--- src/sv/lsp_pkg.sv ---
`default_nettype none

package lsp_pkg;

  // Fixed widths of the request and result fields.
  localparam int DATA_W  = 32;
  localparam int CAP_W   = 5;
  localparam int POS_W   = 5;
  localparam int COUNT_W = 5;

  localparam logic [CAP_W-1:0] CAP_RESET = 5'd10;

  typedef enum logic [2:0] {
    ACT_PUSH   = 3'd0,
    ACT_POP    = 3'd1,
    ACT_PEEK   = 3'd2,
    ACT_TOP    = 3'd3,
    ACT_BOTTOM = 3'd4,
    ACT_DUMP   = 3'd5,
    ACT_STATUS = 3'd6
  } action_e;

  typedef enum logic [1:0] {
    STAT_OK        = 2'd0,
    STAT_EMPTY_ERR = 2'd1,
    STAT_FULL_ERR  = 2'd2,
    STAT_POS_ERR   = 2'd3
  } status_e;

  typedef enum logic [1:0] {
    ST_IDLE = 2'b01,
    ST_READ = 2'b10
  } state_e;

  // Occupancy flags reported with every result word.
  typedef struct packed {
    logic               is_empty;
    logic               is_full;
    logic [COUNT_W-1:0] count;
  } flags_t;

endpackage

`default_nettype wire

--- src/sv/lsp_ram.sv ---
`default_nettype none

module lsp_ram #(
  parameter int WIDTH = 32,
  parameter int DEPTH = 16
) (
  input  wire logic                     clk_i,
  input  wire logic                     we_i,
  input  wire logic [$clog2(DEPTH)-1:0] waddr_i,
  input  wire logic [WIDTH-1:0]         wdata_i,
  input  wire logic                     re_i,
  input  wire logic [$clog2(DEPTH)-1:0] raddr_i,
  output logic      [WIDTH-1:0]         rdata_o
);

  logic [WIDTH-1:0] mem_q [DEPTH];
  logic [WIDTH-1:0] rdata_q;

  always_ff @(posedge clk_i) begin
    if (we_i) begin
      mem_q[waddr_i] <= wdata_i;
    end
    // Read data holds until the next read.
    if (re_i) begin
      rdata_q <= mem_q[raddr_i];
    end
  end

  assign rdata_o = rdata_q;

endmodule

`default_nettype wire

--- src/sv/lsp_flags.sv ---
`default_nettype none

module lsp_flags #(
  parameter int DEPTH = 16
) (
  input  wire logic [$clog2(DEPTH+1)-1:0] fill_i,
  input  wire logic [lsp_pkg::CAP_W-1:0]  capacity_i,
  output lsp_pkg::flags_t                 flags_o
);

  localparam int CNT_W = $clog2(DEPTH + 1);
  localparam int CW    = (CNT_W > lsp_pkg::CAP_W) ? CNT_W : lsp_pkg::CAP_W;

  logic [CW-1:0] cap_w;
  logic [CW-1:0] fill_w;
  logic [CW-1:0] eff_cap;

  assign cap_w  = CW'(capacity_i);
  assign fill_w = CW'(fill_i);

  // A capacity of zero acts as one, and one above the depth acts as the depth.
  always_comb begin
    if (cap_w == '0) begin
      eff_cap = CW'(1);
    end else if (cap_w > CW'(DEPTH)) begin
      eff_cap = CW'(DEPTH);
    end else begin
      eff_cap = cap_w;
    end
  end

  assign flags_o.is_empty = (fill_i == '0);
  assign flags_o.is_full  = (fill_w >= eff_cap);
  assign flags_o.count    = lsp_pkg::COUNT_W'(fill_i);

endmodule

`default_nettype wire

--- src/sv/lifo_stack_with_peek_core.sv ---
`default_nettype none
// Push, status and every error load their result word into the output register on acceptance;
// pop, peek, top and bottom first read the memory, then load it once the output register is free.
// Throughput: one request at a time; a dump of n entries streams n words, one per cycle after
// the first read while the receiver does not stall, as the single read port walks down from
// the top entry. Reset clears the entry count and the control state and sets the capacity to
// 10; the entry memory is not cleared, since an entry is read only after it was pushed.

module lifo_stack_with_peek_core #(
  parameter int DEPTH     = 16,
  parameter int WORD_BITS = 32
) (
  input  wire logic                            clk_i,
  input  wire logic                            rst_ni,
  input  wire logic                            cfg_we_i,
  input  wire logic [lsp_pkg::CAP_W-1:0]       cfg_wdata_i,
  input  wire logic                            in_valid_i,
  output logic                                 in_stall_o,
  input  wire logic [2:0]                      action_i,
  input  wire logic signed [lsp_pkg::DATA_W-1:0] push_value_i,
  input  wire logic [lsp_pkg::POS_W-1:0]       position_i,
  output logic                                 out_valid_o,
  input  wire logic                            out_stall_i,
  output logic signed [lsp_pkg::DATA_W-1:0]    data_o,
  output logic [1:0]                           status_o,
  output logic                                 is_empty_o,
  output logic                                 is_full_o,
  output logic [lsp_pkg::COUNT_W-1:0]          count_o,
  output logic                                 last_o
);

  localparam int CNT_W  = $clog2(DEPTH + 1);
  localparam int ADDR_W = $clog2(DEPTH);
  localparam int CW     = (CNT_W > lsp_pkg::POS_W) ? CNT_W : lsp_pkg::POS_W;

  // Capacity register, set via the configuration port; the user must do so only while idle (unenforced).
  logic [lsp_pkg::CAP_W-1:0] cap_q;

  // Control state. The fill count and the capacity register are the only architectural state outside the memory.
  lsp_pkg::state_e    state_q, state_d;
  logic [CNT_W-1:0]   fill_q, fill_d;
  logic               dump_q, dump_d;
  logic [ADDR_W-1:0]  idx_q, idx_d;

  // Output register: it holds one finished word until the receiver takes it.
  logic                               out_valid_q, out_valid_d;
  logic signed [lsp_pkg::DATA_W-1:0]  out_data_q, out_data_d;
  lsp_pkg::status_e                   out_status_q, out_status_d;
  lsp_pkg::flags_t                    out_flags_q, out_flags_d;
  logic                               out_last_q, out_last_d;

  // Memory port.
  logic                  ram_we;
  logic [ADDR_W-1:0]     ram_waddr;
  logic [WORD_BITS-1:0]  ram_wdata;
  logic                  ram_re;
  logic [ADDR_W-1:0]     ram_raddr;
  logic [WORD_BITS-1:0]  ram_rdata;

  lsp_pkg::flags_t flags_now;
  lsp_pkg::flags_t flags_next;

  logic                              in_acc;
  logic                              out_free;
  logic [CW-1:0]                     cw_fill;
  logic [CW-1:0]                     cw_pos;
  logic [ADDR_W-1:0]                 top_addr;
  logic [ADDR_W-1:0]                 peek_addr;
  logic signed [lsp_pkg::DATA_W-1:0] rd_word;

  lsp_ram #(
    .WIDTH (WORD_BITS),
    .DEPTH (DEPTH)
  ) u_ram (
    .clk_i   (clk_i),
    .we_i    (ram_we),
    .waddr_i (ram_waddr),
    .wdata_i (ram_wdata),
    .re_i    (ram_re),
    .raddr_i (ram_raddr),
    .rdata_o (ram_rdata)
  );

  // Flags of the count before the request decide whether a push fits.
  lsp_flags #(
    .DEPTH (DEPTH)
  ) u_flags_now (
    .fill_i     (fill_q),
    .capacity_i (cap_q),
    .flags_o    (flags_now)
  );

  // Flags of the count after the request are the ones that are reported.
  lsp_flags #(
    .DEPTH (DEPTH)
  ) u_flags_next (
    .fill_i     (fill_d),
    .capacity_i (cap_q),
    .flags_o    (flags_next)
  );

  // A request is taken only when idle and when the output register is free or is
  // being emptied in this cycle, so an immediate result always has a place to go.
  assign out_free   = !out_valid_q || !out_stall_i;
  assign in_stall_o = (state_q != lsp_pkg::ST_IDLE) || !out_free;
  assign in_acc     = in_valid_i && !in_stall_o;

  assign cw_fill   = CW'(fill_q);
  assign cw_pos    = CW'(position_i);
  assign top_addr  = ADDR_W'(fill_q - CNT_W'(1));
  assign peek_addr = ADDR_W'(cw_fill - cw_pos);

  // The stored word is sign-extended from its own width, or cut, to the 32-bit field.
  assign rd_word = lsp_pkg::DATA_W'($signed(ram_rdata));

  always_comb begin
    logic             imm_v;
    lsp_pkg::status_e imm_s;

    imm_v = 1'b0;
    imm_s = lsp_pkg::STAT_OK;

    state_d = state_q;
    fill_d  = fill_q;
    dump_d  = dump_q;
    idx_d   = idx_q;

    ram_we    = 1'b0;
    ram_waddr = ADDR_W'(fill_q);
    ram_wdata = WORD_BITS'(push_value_i);
    ram_re    = 1'b0;
    ram_raddr = top_addr;

    // A word that is taken leaves the register unless a new one is loaded below.
    out_valid_d  = out_valid_q && out_stall_i;
    out_data_d   = out_data_q;
    out_status_d = out_status_q;
    out_flags_d  = out_flags_q;
    out_last_d   = out_last_q;

    unique case (state_q)
      lsp_pkg::ST_IDLE: begin
        if (in_acc) begin
          dump_d = 1'b0;
          unique case (lsp_pkg::action_e'(action_i))
            lsp_pkg::ACT_PUSH: begin
              imm_v = 1'b1;
              if (flags_now.is_full) begin
                imm_s = lsp_pkg::STAT_FULL_ERR;
              end else begin
                ram_we = 1'b1;
                fill_d = fill_q + CNT_W'(1);
              end
            end
            lsp_pkg::ACT_POP: begin
              if (flags_now.is_empty) begin
                imm_v = 1'b1;
                imm_s = lsp_pkg::STAT_EMPTY_ERR;
              end else begin
                ram_re  = 1'b1;
                fill_d  = fill_q - CNT_W'(1);
                state_d = lsp_pkg::ST_READ;
              end
            end
            lsp_pkg::ACT_PEEK: begin
              if (flags_now.is_empty) begin
                imm_v = 1'b1;
                imm_s = lsp_pkg::STAT_EMPTY_ERR;
              end else if ((cw_pos == '0) || (cw_pos > cw_fill)) begin
                imm_v = 1'b1;
                imm_s = lsp_pkg::STAT_POS_ERR;
              end else begin
                ram_re    = 1'b1;
                ram_raddr = peek_addr;
                state_d   = lsp_pkg::ST_READ;
              end
            end
            lsp_pkg::ACT_TOP: begin
              if (flags_now.is_empty) begin
                imm_v = 1'b1;
                imm_s = lsp_pkg::STAT_EMPTY_ERR;
              end else begin
                ram_re  = 1'b1;
                state_d = lsp_pkg::ST_READ;
              end
            end
            lsp_pkg::ACT_BOTTOM: begin
              if (flags_now.is_empty) begin
                imm_v = 1'b1;
                imm_s = lsp_pkg::STAT_EMPTY_ERR;
              end else begin
                ram_re    = 1'b1;
                ram_raddr = '0;
                state_d   = lsp_pkg::ST_READ;
              end
            end
            lsp_pkg::ACT_DUMP: begin
              if (flags_now.is_empty) begin
                imm_v = 1'b1;
                imm_s = lsp_pkg::STAT_EMPTY_ERR;
              end else begin
                ram_re  = 1'b1;
                dump_d  = 1'b1;
                idx_d   = top_addr;
                state_d = lsp_pkg::ST_READ;
              end
            end
            default: begin
              // Status query, and the unused action code, report without changes.
              imm_v = 1'b1;
            end
          endcase
        end
      end
      lsp_pkg::ST_READ: begin
        if (out_free) begin
          out_valid_d  = 1'b1;
          out_data_d   = rd_word;
          out_status_d = lsp_pkg::STAT_OK;
          out_flags_d  = flags_next;
          out_last_d   = !dump_q || (idx_q == '0);
          if (dump_q && (idx_q != '0)) begin
            // Fetch the next entry down while this one goes out.
            ram_re    = 1'b1;
            ram_raddr = idx_q - ADDR_W'(1);
            idx_d     = idx_q - ADDR_W'(1);
          end else begin
            state_d = lsp_pkg::ST_IDLE;
          end
        end
      end
      default: begin
        state_d = lsp_pkg::ST_IDLE;
      end
    endcase

    if (imm_v) begin
      out_valid_d  = 1'b1;
      out_data_d   = '0;
      out_status_d = imm_s;
      out_flags_d  = flags_next;
      out_last_d   = 1'b1;
    end
  end

  always_ff @(posedge clk_i or negedge rst_ni) begin
    if (!rst_ni) begin
      cap_q       <= lsp_pkg::CAP_RESET;
      state_q     <= lsp_pkg::ST_IDLE;
      fill_q      <= '0;
      dump_q      <= 1'b0;
      idx_q       <= '0;
      out_valid_q <= 1'b0;
    end else begin
      if (cfg_we_i) begin
        cap_q <= cfg_wdata_i;
      end
      state_q     <= state_d;
      fill_q      <= fill_d;
      dump_q      <= dump_d;
      idx_q       <= idx_d;
      out_valid_q <= out_valid_d;
    end
  end

  always_ff @(posedge clk_i) begin
    out_data_q   <= out_data_d;
    out_status_q <= out_status_d;
    out_flags_q  <= out_flags_d;
    out_last_q   <= out_last_d;
  end

  assign out_valid_o = out_valid_q;
  assign data_o      = out_data_q;
  assign status_o    = out_status_q;
  assign is_empty_o  = out_flags_q.is_empty;
  assign is_full_o   = out_flags_q.is_full;
  assign count_o     = out_flags_q.count;
  assign last_o      = out_last_q;

`ifndef ASSERT_OFF
  // The entry count never runs past the memory depth.
  a_fill_bound: assert property (@(posedge clk_i) disable iff (!rst_ni)
    fill_q <= CNT_W'(DEPTH))
    else $error("entry count exceeds depth");

  // A write and a read never share a cycle, so no forwarding path is needed.
  a_no_rw_overlap: assert property (@(posedge clk_i) disable iff (!rst_ni)
    !(ram_we && ram_re))
    else $error("memory written and read in the same cycle");

  // A pop on a non-empty stack removes exactly one entry.
  a_pop_count: assert property (@(posedge clk_i) disable iff (!rst_ni)
    (in_acc && (action_i == lsp_pkg::ACT_POP) && (fill_q != '0))
      |=> (fill_q == CNT_W'($past(fill_q) - CNT_W'(1))))
    else $error("pop did not decrement the count");

  // Loading the bottom entry of a dump ends the read sequence.
  a_dump_ends: assert property (@(posedge clk_i) disable iff (!rst_ni)
    ((state_q == lsp_pkg::ST_READ) && dump_q && (idx_q == '0) && out_free)
      |=> (state_q == lsp_pkg::ST_IDLE) && out_valid_q && out_last_q)
    else $error("dump did not end on the bottom entry");
`endif

endmodule

`default_nettype wire

--- config.mk ---
export PLATFORM = sky130hd
export DESIGN_NAME = lifo_stack_with_peek_core
export DESIGN_NICKNAME = d
export VERILOG_FILES = /design/src/sv/lsp_pkg.sv /design/src/sv/lsp_ram.sv /design/src/sv/lsp_flags.sv /design/src/sv/lifo_stack_with_peek_core.sv
export SDC_FILE = /design/constraint.sdc
export NUM_CORES = 1
export LEC_CHECK = 0
export ABC_AREA = 1
export BUFFER_PORTS_ARGS = -buffer_cell sky130_fd_sc_hd__buf_2
export CORE_ASPECT_RATIO = 1.1
export CORE_MARGIN = 2
export CORE_UTILIZATION = 25
export DETAILED_ROUTE_END_ITERATION = 10
export SLEW_MARGIN = 10
export SYNTH_ARGS = -nofsm -noshare
export SYNTH_HDL_FRONTEND = slang
export SYNTH_SLANG_ARGS = --single-unit
--- constraint.sdc ---
create_clock -name clk_i -period 8.45 [get_ports clk_i]
set_input_delay 0 -clock clk_i [delete_from_list [all_inputs] [get_ports clk_i]]
set_output_delay 0 -clock clk_i [all_outputs]
set_load 0.05 [all_outputs]
Word-level counts from Yosys, hierarchy flattened --
Memories as Yosys holds them, arrays and structs flattened. A register that Yosys moved wholly into a read port is not among the register bits. Index checks and enable logic that the tools add are counted. W data, S select, Z words.
Word-level totals: register bits after elaboration 60, latch bits 0, RAM bits 512, memory bits (read-only) 0, output and inout port bits 44, memories 1
Cells by class: add/subtract/negate cells 4, multipliers 0, divide/modulo/power cells 0, order comparisons 4, equal/unequal tests 18, shift operators 0, muxes and demuxes 66, bitwise gates (word level) 0, reduce and logical (&&, ||, !) cells 28
Memory list:
- u_ram.mem_q | depth 16, width 32, read ports 1, clocked after memory_dff 1, write ports 1, RTL line lsp_ram.sv:16 | logic [WIDTH-1:0] mem_q [DEPTH];
Operators with widths (number):
- $mux W4 | 11
- $mux W5 | 6
- $mux W2 | 14
- $pmux W4 S2 | 3
- $mux W1 | 22
- $mux W7 | 3
- $logic_not A5 Y1 | 4
- $ge A5 B5 Y1 | 2
- $ne A2 B2 Y1 const B | 5
- $pmux W5 S2 | 1
- $ne A3 B3 Y1 const B | 3
- $pmux W2 S2 | 2
- $reduce_and A7 Y1 | 1
- $eq A3 B2 Y1 const B | 2
- $eq A3 B3 Y1 const B | 2
- $pmux W1 S2 | 3
- $pmux W2 S3 | 1
- $reduce_and A2 Y1 | 3
- $reduce_and A6 Y1 | 1
- $reduce_bool A2 Y1 | 3
- $add A5 B1 Y5 const B | 1
- $gt A5 B5 Y1 | 1
- $gt A5 B5 Y1 const B | 1
- $logic_not A1 Y1 | 5
- other kinds (14) | 20

Depth between registers and ports, before layout --
Gate-level depths: netlist of run 1.
depth after elaboration 12, mapped depth 24, depth with buffers taken out 21

Hierarchy --
A second synthesis of run 1 with hierarchy kept.
Unflattened totals: cells, all modules 2650, area total of the unflattened synthesis 26744.4 um2
Modules (own cells, without submodules):
- lsp_ram | instances 1, cells each 2120, area an instance 23050.9 um2, seq. area each 16335.7 um2
- lifo_stack_with_peek_core | instances 1, cells each 456, area an instance 3280.6 um2, seq. area each 1385.1 um2
- lsp_flags | instances 2, cells each 37, area an instance 206.4 um2, seq. area each 0.0 um2

Least setup slack after synthesis of run 1 --
Ideal clock, no wire load.
path type flip-flop to flip-flop, from register fill_q[3], in the netlist cw_fill[3], to register u_ram.rdata_q[0], in the netlist u_ram.rdata_o[0], read port of u_ram.mem_q (enable), setup time 0.432 ns, arrival 3.124 ns, required time 8.018 ns, setup slack 4.894 ns, stages on the path, launching flop included 15, buffers on the path 1, clock period less this slack 3.556 ns, path through dfrtp_1 > buf_4 > inv_2 > ha_1 > nand2_1 > inv_1 > nand2_1 > nand3_1 > nand2_1 > nand2_1 > nand2_1 > nand2_1 > nand2_1 > nand3_1 > a21oi_1
Between the ends: cells in the longest elaborated chain, start to end 7, elaborated cells on any way between the ends 19, classes of those cells 2 x add/sub; 1 x order compare; 14 x mux; 2 x reduce/logical
RTL lines:
- from (decl) | RTL line lifo_stack_with_peek_core.sv:41 | logic [CNT_W-1:0] fill_q, fill_d;
- from (signal assigned) | RTL line lifo_stack_with_peek_core.sv:259 | fill_q <= fill_d;
- $gt A5 B5 Y1 | RTL line lifo_stack_with_peek_core.sv:169 | end else if ((cw_pos == '0) || (cw_pos > cw_fill)) begin
- $logic_or A1 B1 Y1 | RTL line lifo_stack_with_peek_core.sv:169
- $mux W1 | RTL line lifo_stack_with_peek_core.sv:169
- $mux W1 | RTL line lifo_stack_with_peek_core.sv:166 | if (flags_now.is_empty) begin
- $pmux W1 S2 (*) | RTL line lifo_stack_with_peek_core.sv:145 | unique case (lsp_pkg::action_e'(action_i))
- $mux W1 (*) | RTL line lifo_stack_with_peek_core.sv:143 | if (in_acc) begin
- $pmux W1 S2 (*) | RTL line lifo_stack_with_peek_core.sv:141 | unique case (state_q)
- named net ram_re | RTL line lifo_stack_with_peek_core.sv:56 | logic ram_re;
- to (decl) | RTL line lsp_ram.sv:17 | logic [WIDTH-1:0] rdata_q;
Mark *: on every way through the listed nets, which the timed path passes. The rest lies on a longest branch. A chain may end at the register's enable or synchronous reset.

Final worst setup path of run 1 --
from register state_q[0], to register u_ram.rdata_q[14], in the netlist u_ram.rdata_o[14], read port of u_ram.mem_q, data pin
Between the ends: cells in the longest elaborated chain, start to end 6, elaborated cells on any way between the ends 10, classes of those cells 3 x eq/ne; 4 x mux; 3 x reduce/logical
RTL lines:
- from (decl) | RTL line lifo_stack_with_peek_core.sv:40 | lsp_pkg::state_e state_q, state_d;
- from (signal assigned) | RTL line lifo_stack_with_peek_core.sv:249 | state_q <= lsp_pkg::ST_IDLE;
- from (signal assigned) | RTL line lifo_stack_with_peek_core.sv:258 | state_q <= state_d;
- $ne A2 B1 Y1 | RTL line lifo_stack_with_peek_core.sv:105 | assign in_stall_o = (state_q != lsp_pkg::ST_IDLE) || !out_free;
- $logic_or A1 B1 Y1 | RTL line lifo_stack_with_peek_core.sv:105
- $logic_not A1 Y1 | RTL line lifo_stack_with_peek_core.sv:106 | assign in_acc = in_valid_i && !in_stall_o;
- $logic_and A1 B1 Y1 | RTL line lifo_stack_with_peek_core.sv:106
- $mux W4 or $mux W1 (tied branches) | RTL line lifo_stack_with_peek_core.sv:143
- $pmux W4 S2 or $pmux W1 S2 (tied branches) | RTL line lifo_stack_with_peek_core.sv:141
Parallel ways exist; a longest one is shown, timed or not.

==> results of run 1 <==
per-layer routing:
layer	up-vias	wire, um	track usage
met1	8786	30410	0.1661
li1	8810	-	-
met3	122	3845	0.01711
met5	-	57	0
met4	12	1658	0.03725
met2	498	34410	0.2152
worst max-delay path: stages (launching register included):
cell	delay, ns
dfstp_2	0.54
ha_1	0.37
nand3_1	0.31
inv_2	0.19
nand2_1	0.09
a21oi_1	0.13
nand2_1	0.07
nand2_1	0.05
nand2_1	0.09
nand2_2	0.11
nand2_8	0.37
nand2_8	0.77
buf_4	0.62
nand2_1	0.10
nand3_1	0.09
nand3_1	0.12
nand3_1	0.19
nand2_1	0.07
power by group through the flow:
stage / clock network (uW) / logic (uW) / registers [uW]
finish: 2510 / 6250 / 3710
global route: 2670 / 6980 / 3740
CTS: 2560 / 6310 / 3720
detailed placement: 0 / 6260 / 3780
global placement: 0 / 6210 / 3780
floorplan: 0 / 4490 / 4070
registers in the layout, indices dropped and copies added (netlist names):
signal / flops
is_empty_o: 1
u_ram.mem_q: 512
u_ram.rdata_o: 32
cw_fill: 5
dump_q: 1
cap_q: 5
data_o: 32
state_q: 2
idx_q: 4
is_full_o: 1
count_o: 5
out_valid_o: 1
last_o: 1
status_o: 2
kinds of logic after synthesis:
group                      after synthesis
DFF                                    604
and+or+nand+nor                       1335
buffers and inverters                  562
xor gates and xnor gates                 7
muxes                                    1
AOI/OAI and AO/OA                       57
adders and majority gates               28
layout by cell type, fill, tap and decap left out, drive strengths merged:
cell type    instances
nand3b              69
nand4                6
a21oi               17
o211ai               3
nor4                 1
nor3                 2
clkinvlp             5
fa                   1
clkbuf              61
xnor2                2
dfstp                3
edfxtp             553
dfxtp               33
o22ai                1
a22oi                1
o21bai               2
dlygate4sd3         54
a22o                 1
o21a                 2
o21ai               28
buf                126
nand2              618
mux2                 1
or2                  2
inv                418
bufinv               6
nand3              598
clkinv              29
dfrtp               15
nor2                39
a21boi               2
xor2                 5
ha                  27
through the flow:
stage	cell area (sq um)	cells	setup slack, ns	hold WS [ns]
global route	31110	4139	3.286	0.06749
detailed placement	28790	3983	3.740	-0.01685
finish	31110	4139	3.762	0.05645
floorplan	26950	2594	4.894	-0.2956
CTS	31110	4139	3.746	0.01168
global placement	28790	3983	3.804	-0.02604
final timing paths:
check,endpoint,slack [ns],depth (start not counted)
min,cw_fill[2],0.06,6
min reg2reg,last_o,0.53,2
max in group asynchronous,idx_q[2],6.65,4
max,u_ram.rdata_o[14],3.76,17
min in group asynchronous,cap_q[1],0.55,3
max reg2reg,u_ram.rdata_o[14],3.76,17
layout make-up:
type | instances | area, sq um
fill | 11000 | 75930
timing repair buffer | 180 | 1254
clock inverter | 41 | 381.6
sequential | 604 | 17720
inverter | 417 | 1568
clock buffer | 61 | 1399
tap | 1408 | 1762
multi-input combinational | 1428 | 7028
repair_timing:
action	in CTS	in global routing
hold buffers	54	0
hold endpoints to repair	539	0
setup buffers	0	0
==> impl_results.md, run 1 <==
- Area of the core: 107000 sq um
- Final worst clock skew: 0.01574 ns
- First-pass iteration count of the detailed router: 5
- Clock latency of the later-clocked register in the worst-skew pair: 0.64 ns
- Number of antenna violations at the first check in global routing: 6
- Vias per cell: 4.404
- Synth Net Count: 2672
- Clk sinks: 604
- GP Congestion: 0.8087
- Switching power total: 5753 uW
- Max-slew violations: 0
- Outcome: complete, no violations
- Critical Path Source Type: flop
- Sum of internal, switching and leakage power: 12480 uW
- Worst slew margin relative to its limit: 0.2764
- Number of placement rows: 126
- Min-delay src: action_i[1]
- Share of layout cells above drive strength 1: 0.08934
- YS warnings: 0
- Post-synthesis cell count: 2594
- Hold Crit Class: in -> reg
- Combinational family with the most area after synthesis: simple AND/OR/NAND/NOR gates
- Peak fanout along the critical path: 129
- Clock transition at the registers of the reported paths: 0.07 ns
- Period utilization: 0.5548
- Width of the die: 317.0 um
- Total leakage power: 0.01273 uW
- Number of max-capacitance violations reported: 0
- Largest net degree at the start of global routing: 130
- Global-route wire length before repair: 107800 um
- Synth Area in Simple Gates: 0.2262
- Most used standard cells in the synthesized netlist: nand2_1, nand3_1, edfxtp_1, inv_1, nand3b_1
- Number of clock buffers inserted by TritonCTS: 55
- Max rail drop VDD: 0.7040 mV
- Number of distinct standard cells referenced by the synthesized netlist: 41
- Setup repair after global routing missed its margin: false
- Number of ports placed on the die boundary: 94
- Slew of the pin with the lowest slew margin: 1.085 ns
- Xor/xnor share of the synthesized area: 0.002275
- Nature of the critical path endpoint: flop
- Vias: 18230
- Max Root-Sink Buffers: 3
- Number of hold-slack violations in the final timing report: 0
- Top flip-flop cell by instance count after synthesis: edfxtp_1
- DRC violations left: 0
- Clock tree from TritonCTS: yes
- Cell area after technology mapping: 26950 sq um
- Proportion of register bits with asynchronous set or reset after synthesis: 0.02980
- Root buffer cell: clkbuf_16
- Total die area: 110400 sq um
- Vias in the first global route: 17230
- Final setup violation count: 0
- Number of enable flip-flop cells after synthesis: 553
- Total Neg Setup Slack: 0 ns
- Global route total overflow: 0
- Required time at the endpoint of the critical path: 8.84 ns
- Die H: 348.4 um
- Net total in the final layout: 2764
- Setup crit start: state_q[0]
- GRT Overall Usage: 0.1263
- Proportion of power drawn by flip-flops and latches: 0.298
- Worst Setup Path Type: reg -> reg
- Crit path DAT: 5.08 ns
- HPWL after DPL: 36780 um
- Critical R2R Launch: state_q[0]
- Share of Yosys cell area claimed by the top area cell type: 0.6162
- Average detailed-routed wire length per instance: 17.01 um
- Compound-cell area share of the yosys netlist: 0.01170
- Drt first-iter violations: 1560
- Switching share of total power: 0.4610
- Sequential element share of the synthesized area: 0.6576
- Cell Int Power: 6725 uW
- Biggest area consumer among synthesized cells: edfxtp_1
- Part of the total power dissipated in the clock network: 0.201
- Maximum operating frequency: 213.3 MHz
- Area overhead of the layout relative to synthesis: 15.45%
- Area contributors post-synth: edfxtp_1, nand3_1, nand2_1
- Count of antenna-violating nets left after detailed routing: 0
- Per-instance average area after synthesis: 10.39 sq um
- Share of cell area taken by muxes after synthesis: 0.0004178
- Logic gate share of total power: 0.501
- Power Dens Cells: 401.1 nW/um^2
- Synth Area in Adders: 0.01328
- Post-cts repair resize count: 0
- Register bit count reported by yosys: 604
- Initial cell density of the core: 0.2518
- Deepest level of the CTS H-tree: 2
- Total length of routed wires: 70390 um
- Most repeated cell in the gate-level netlist after synthesis: nand2_1
- Finished Core Util: 0.2906
- Number of port buffers: 93
- Final worst path period need: 4.688 ns
- Number of antenna cells inserted: 0
(Power assumes the default switching activity.)
==> run 2: changes to the inputs <==
- clock period: 8.45 -> 4.5 ns (I/O delays scaled with it)
==> impl_results.md, run 2 (synthesized netlist as in run 1, its figures left out) <==
- HPWL after DPL: 39240 um
- Max rail drop VDD: 1.114 mV
- Vias: 18440
- Clock latency of the later-clocked register in the worst-skew pair: 0.62 ns
- Period utilization: 0.8050
- Number of hold-slack violations in the final timing report: 0
- Initial cell density of the core: 0.2518
- Slew of the pin with the lowest slew margin: 0.9751 ns
- Delay of the slowest cell on the worst path: 0.64 ns
- Crit path DAT: 3.89 ns
- Post-route met1 wirelength: 29970 um
- DRC violations left: 0
- Drt first-iter violations: 1514
- Setup fix buffers added after clock tree synthesis: 0
- Final worst path period need: 3.622 ns
- Uppermost layer routed: met5
- Deepest level of the CTS H-tree: 2
- GP Congestion: 0.8343
- Cell at the slowest stage of the critical path: nor2_4
- Power Dens Cells: 768.8 nW/um^2
- Register name with the most flops: u_ram.mem_q
- Setup slack on the worst flop-to-flop path: 0.88 ns
- Finished Core Util: 0.2948
- Max-slew violations: 0
- Area overhead of the layout relative to synthesis: 17.11%
- Global-route wire length before repair: 110900 um
- Post-cts repair resize count: 0
- Critical path cell sequence: inv_1 > ha_1 > nand2_1 > inv_1 > nand4_1 > nand4_1 > nor2_1 > nand2_1 > nor2_4 > buf_4
- Vias per cell: 4.442
- Clk sinks: 604
- Number of clock buffers inserted by TritonCTS: 54
- Hold Crit Class: in -> reg
- Total die area: 110400 sq um
- Share of layout cells above drive strength 1: 0.09446
- Fillers: 10870
- Area of the core: 107000 sq um
- Average detailed-routed wire length per instance: 17.53 um
- Number of antenna violations at the first check in global routing: 5
- Width of the die: 317.0 um
- First-pass iteration count of the detailed router: 7
- Critical Path Source Type: flop
- Maximum operating frequency: 276.1 MHz
- Nature of the critical path endpoint: flop
- Number of placement rows: 126
- Global route total overflow: 0
- Clock transition at the registers of the reported paths: 0.07 ns
- Required time at the endpoint of the critical path: 4.77 ns
- Number of max-capacitance violations reported: 0
- Number of port buffers: 93
- Total Neg Setup Slack: 0 ns
- Root buffer cell: clkbuf_16
- Final setup violation count: 0
- DR WL met3: 4072 um
- Outcome: complete, no violations
- Worst slew margin relative to its limit: 0.3500
- Max Root-Sink Buffers: 3
- Die H: 348.4 um
- Total leakage power: 0.01294 uW
- Vias in the first global route: 17860
- Clock tree from TritonCTS: yes
- Count of antenna-violating nets left after detailed routing: 0
- Net total in the final layout: 2774
- Most common cell after layout, fill and taps aside: nand2_1
- Highest-count cells in the layout ignoring fill and taps: nand2_1, nand3_1, edfxtp_1, inv_1, buf_2
- Setup repair after global routing missed its margin: false
- Total length of routed wires: 72780 um
- Number of ports placed on the die boundary: 94
- Final worst clock skew: 0.02742 ns
- Routed length on met2: 36780 um
- Peak fanout along the critical path: 14
- Number of flip-flops under the largest register name: 512
- Worst Setup Path Type: reg -> reg
- GRT Overall Usage: 0.1304
- Largest net degree at the start of global routing: 142
[run 2: changes by cell type in the layout (fill, tap and decap cells not counted), moves of 4 or more]
| cell | previous run | this run |
|---|---|---|
| clkinv_1 | 20 | 14 |
| clkinv_2 | 6 | 10 |
| bufinv_16 | 6 | 13 |
| buf_12 | 0 | 17 |
| clkinvlp_4 | 5 | 0 |
| buf_4 | 33 | 28 |
[run 2: layout make-up]
cell class              count  area, sq um  area share
diodes                      1        2.502  0.00007929
clock buffers              63         1385     0.04389
clock inverters            39        549.3     0.01740
inverters                 417         1568     0.04967
multi-input cells        1428         7028      0.2227
flip-flops and latches    604        17720      0.5615
well taps                1408         1762     0.05582
repair buffers            191         1546     0.04900
[run 2: repair_timing]
item                                    4_1_cts  5_1_grt
endpoints found under the setup margin        0        0
hold endpoints to repair                    537        0
hold buffers                                 53        0
[run 2: final timing paths]
| kind | start | endpoint | depth (start not counted) |
|---|---|---|---|
| min reg2reg | last_o | last_o | 2 |
| min in group asynchronous | rst_ni | cap_q[1] | 3 |
| max in group asynchronous | rst_ni | dump_q | 4 |
| max | cw_fill[0] | u_ram.mem_q[1][0] | 10 |
| min | action_i[0] | status_o[1] | 4 |
| max reg2reg | cw_fill[0] | u_ram.mem_q[1][0] | 10 |
[run 2: stage by stage]
stage | setup WS [ns] | total power (uW) | area, sq um | cells | hold slack, ns
4_1_cts | 0.8731 | 24440 | 31560 | 4150 | 0.005096
5_1_grt | 0.5844 | 26020 | 31560 | 4150 | 0.05124
2_1_floorplan | 0.9438 | 16080 | 26950 | 2594 | -0.2956
6_report | 0.8776 | 24260 | 31560 | 4151 | 0.03687
3_5_place_dp | 0.8971 | 19320 | 29090 | 3995 | -0.009240
3_3_place_gp | 0.8251 | 19260 | 29090 | 3995 | -0.007667
[run 2: routing by layer]
layer | track usage | vias to the layer above
met4 | 0.03918 | 10
met3 | 0.01705 | 130
met5 | 0 | -
met2 | 0.2328 | 551
li1 | - | 8830
met1 | 0.1624 | 8917
[run 2: worst max-delay path, delay by kind of cell, from the launching register on]
kind / cells / cell delay (ns)
flip-flops: 1 / 0.57
adder cells (fa/ha/maj): 1 / 0.37
buffers and inverters: 3 / 0.79
AND/OR/NAND/NOR: 6 / 1.53
[run 2: where the power goes]
part	internal, uW	switching (uW)	total [uW]
combinational	3590	8650	12200
sequential	6750	222	6980
clock	2960	2090	5050
total	13300	11000	24300
==> run 3: changes to the inputs <==
- clock period: 4.5 -> 3.12 ns (I/O delays scaled with it)
==> impl_results.md, run 3 (synthesized netlist as in run 1, its figures left out) <==
- Outcome: complete, no violations
- Area overhead of the layout relative to synthesis: 21.66%
- Highest-count cells in the layout ignoring fill and taps: nand2_1, nand3_1, edfxtp_1, inv_1, buf_2
- Crit path DAT: 3.31 ns
- Number of clock buffers inserted by TritonCTS: 55
- Slew of the pin with the lowest slew margin: 0.9572 ns
- Most common cell after layout, fill and taps aside: nand2_1
- Drt first-iter violations: 1627
- Largest net degree at the start of global routing: 135
- Number of antenna cells inserted: 0
- GRT Overall Usage: 0.1322
- Final worst clock skew: 0.01566 ns
- Total length of routed wires: 75870 um
- Peak fanout along the critical path: 25
- Final instance area: 32790 sq um
- Clock latency of the later-clocked register in the worst-skew pair: 0.63 ns
- Critical Path Source Type: flop
- Share of layout cells above drive strength 1: 0.1236
- Period utilization: 0.9372
- Max-slew violations: 0
- Clk sinks: 604
- Total leakage power: 0.01346 uW
- Nature of the critical path endpoint: flop
- Average detailed-routed wire length per instance: 17.93 um
- Deepest level of the CTS H-tree: 2
- Vias per cell: 4.429
- Number of port buffers: 93
- Number of antenna violations at the first check in global routing: 4
- Final setup violation count: 0
- Hold Crit Class: in -> reg
- Power Dens Cells: 1124 nW/um^2
- Total die area: 110400 sq um
- Final worst path period need: 2.924 ns
- Net total in the final layout: 2856
- Vias in the first global route: 17750
- Width of the die: 317.0 um
- Count of antenna-violating nets left after detailed routing: 0
- Vias: 18750
- Max rail drop VDD: 1.060 mV
- Global-route wire length before repair: 111200 um
- Sum of internal, switching and leakage power: 36850 uW
- Maximum operating frequency: 342.0 MHz
- Number of flip-flops under the largest register name: 512
- Number of hold-slack violations in the final timing report: 0
- DRC violations left: 0
- HPWL after DPL: 43480 um
- Die H: 348.4 um
- Worst slew margin relative to its limit: 0.3598
- Dpl cell area: 30090 sq um
- Clock tree from TritonCTS: yes
- Root buffer cell: clkbuf_16
- GP Congestion: 0.8328
- Number of max-capacitance violations reported: 0
- First-pass iteration count of the detailed router: 5
- Global route total overflow: 0
- Worst Setup Path Type: reg -> reg
- Register name with the most flops: u_ram.mem_q
- Number of placement rows: 126
- Number of ports placed on the die boundary: 94
- Initial cell density of the core: 0.2518
- Clock transition at the registers of the reported paths: 0.07 ns
- Area of the core: 107000 sq um
- Required time at the endpoint of the critical path: 3.51 ns
- Max Root-Sink Buffers: 3
[run 3: cell types whose count changed in the layout (fill, tap and decap cells not counted), sizes merged]
cell	previous run	this run
buf	138	210
bufinv	13	5
clkbuf	63	67
clkinvlp	0	9
diode	1	0
dlygate4sd3	53	56
inv	417	418
nand2	618	619
[run 3: per-stage QoR]
step / std cells / setup WS [ns] / setup TNS [ns] / hold slack (ns) / utilization
finish: 4232 / 0.1959 / 0 / 0.03021 / 0.3063
detailed placement: 4056 / 0.1341 / 0 / -0.002156 / 0.2811
global placement: 4056 / 0.1265 / 0 / -0.006120 / 0.2811
floorplan: 2594 / -0.2242 / -114.81 / -0.2956 / -
CTS: 4215 / 0.1236 / 0 / 0.006985 / 0.3030
global route: 4232 / -0.04112 / -0.04731 / 0.05335 / 0.3063
[run 3: layout make-up]
| cell class | instances | area [sq um] |
|---|---|---|
| fill | 10800 | 74260 |
| sequential | 604 | 17720 |
| multi-input combinational | 1429 | 7104 |
| timing repair buffer | 271 | 2843 |
| tap | 1408 | 1762 |
| inverter | 417 | 1568 |
| clock buffer | 62 | 1403 |
| clock inverter | 41 | 386.6 |
[run 3: final timing paths]
path	start	end	slack, ns	cells after the start
worst max register to register	cw_fill[1]	u_ram.rdata_o[20]	0.20	20
worst min-delay path	action_i[1]	cw_fill[0]	0.03	7
min in group asynchronous	rst_ni	cap_q[1]	0.47	3
worst min register to register	last_o	last_o	0.52	2
max in group asynchronous	rst_ni	idx_q[3]	1.28	4
worst max-delay path	cw_fill[1]	u_ram.rdata_o[20]	0.20	20
[run 3: where the power goes]
| part | switching [uW] | internal (uW) |
|---|---|---|
| clock | 3070 | 3680 |
| combinational | 13200 | 6830 |
| sequential | 278 | 9740 |
[run 3: repair_timing]
action                                 4_1_cts  5_1_grt
endpoints found under the hold margin      538        0
buffers inserted                             0       10
hold buffers                                56        0
gates resized for setup                      0       18
setup endpoints to repair                    0       34
[run 3: worst max-delay path, stage by stage, from the launching register on]
cell	delay, ns
dfrtp_1	0.44
inv_2	0.15
ha_1	0.19
nand2_1	0.13
nor2_8	0.19
ha_1	0.17
nand4_1	0.10
nand2_1	0.09
nand2_1	0.05
nand2_1	0.07
nand2_2	0.09
nand2_8	0.14
nand2_8	0.07
buf_12	0.17
buf_12	0.17
nand2_1	0.07
nand2_1	0.06
nand2_1	0.09
nand3_1	0.09
nand3_1	0.08
nand2_1	0.05
[run 3: layer usage]
metal / up-vias / part of all wire / GRT usage
li1: 9007 / - / -
met1: 8980 / 0.41 / 0.1650
met2: 600 / 0.50 / 0.2336
met3: 152 / 0.056 / 0.01723
met4: 6 / 0.031 / 0.04447
met5: - / 0.00054 / 0
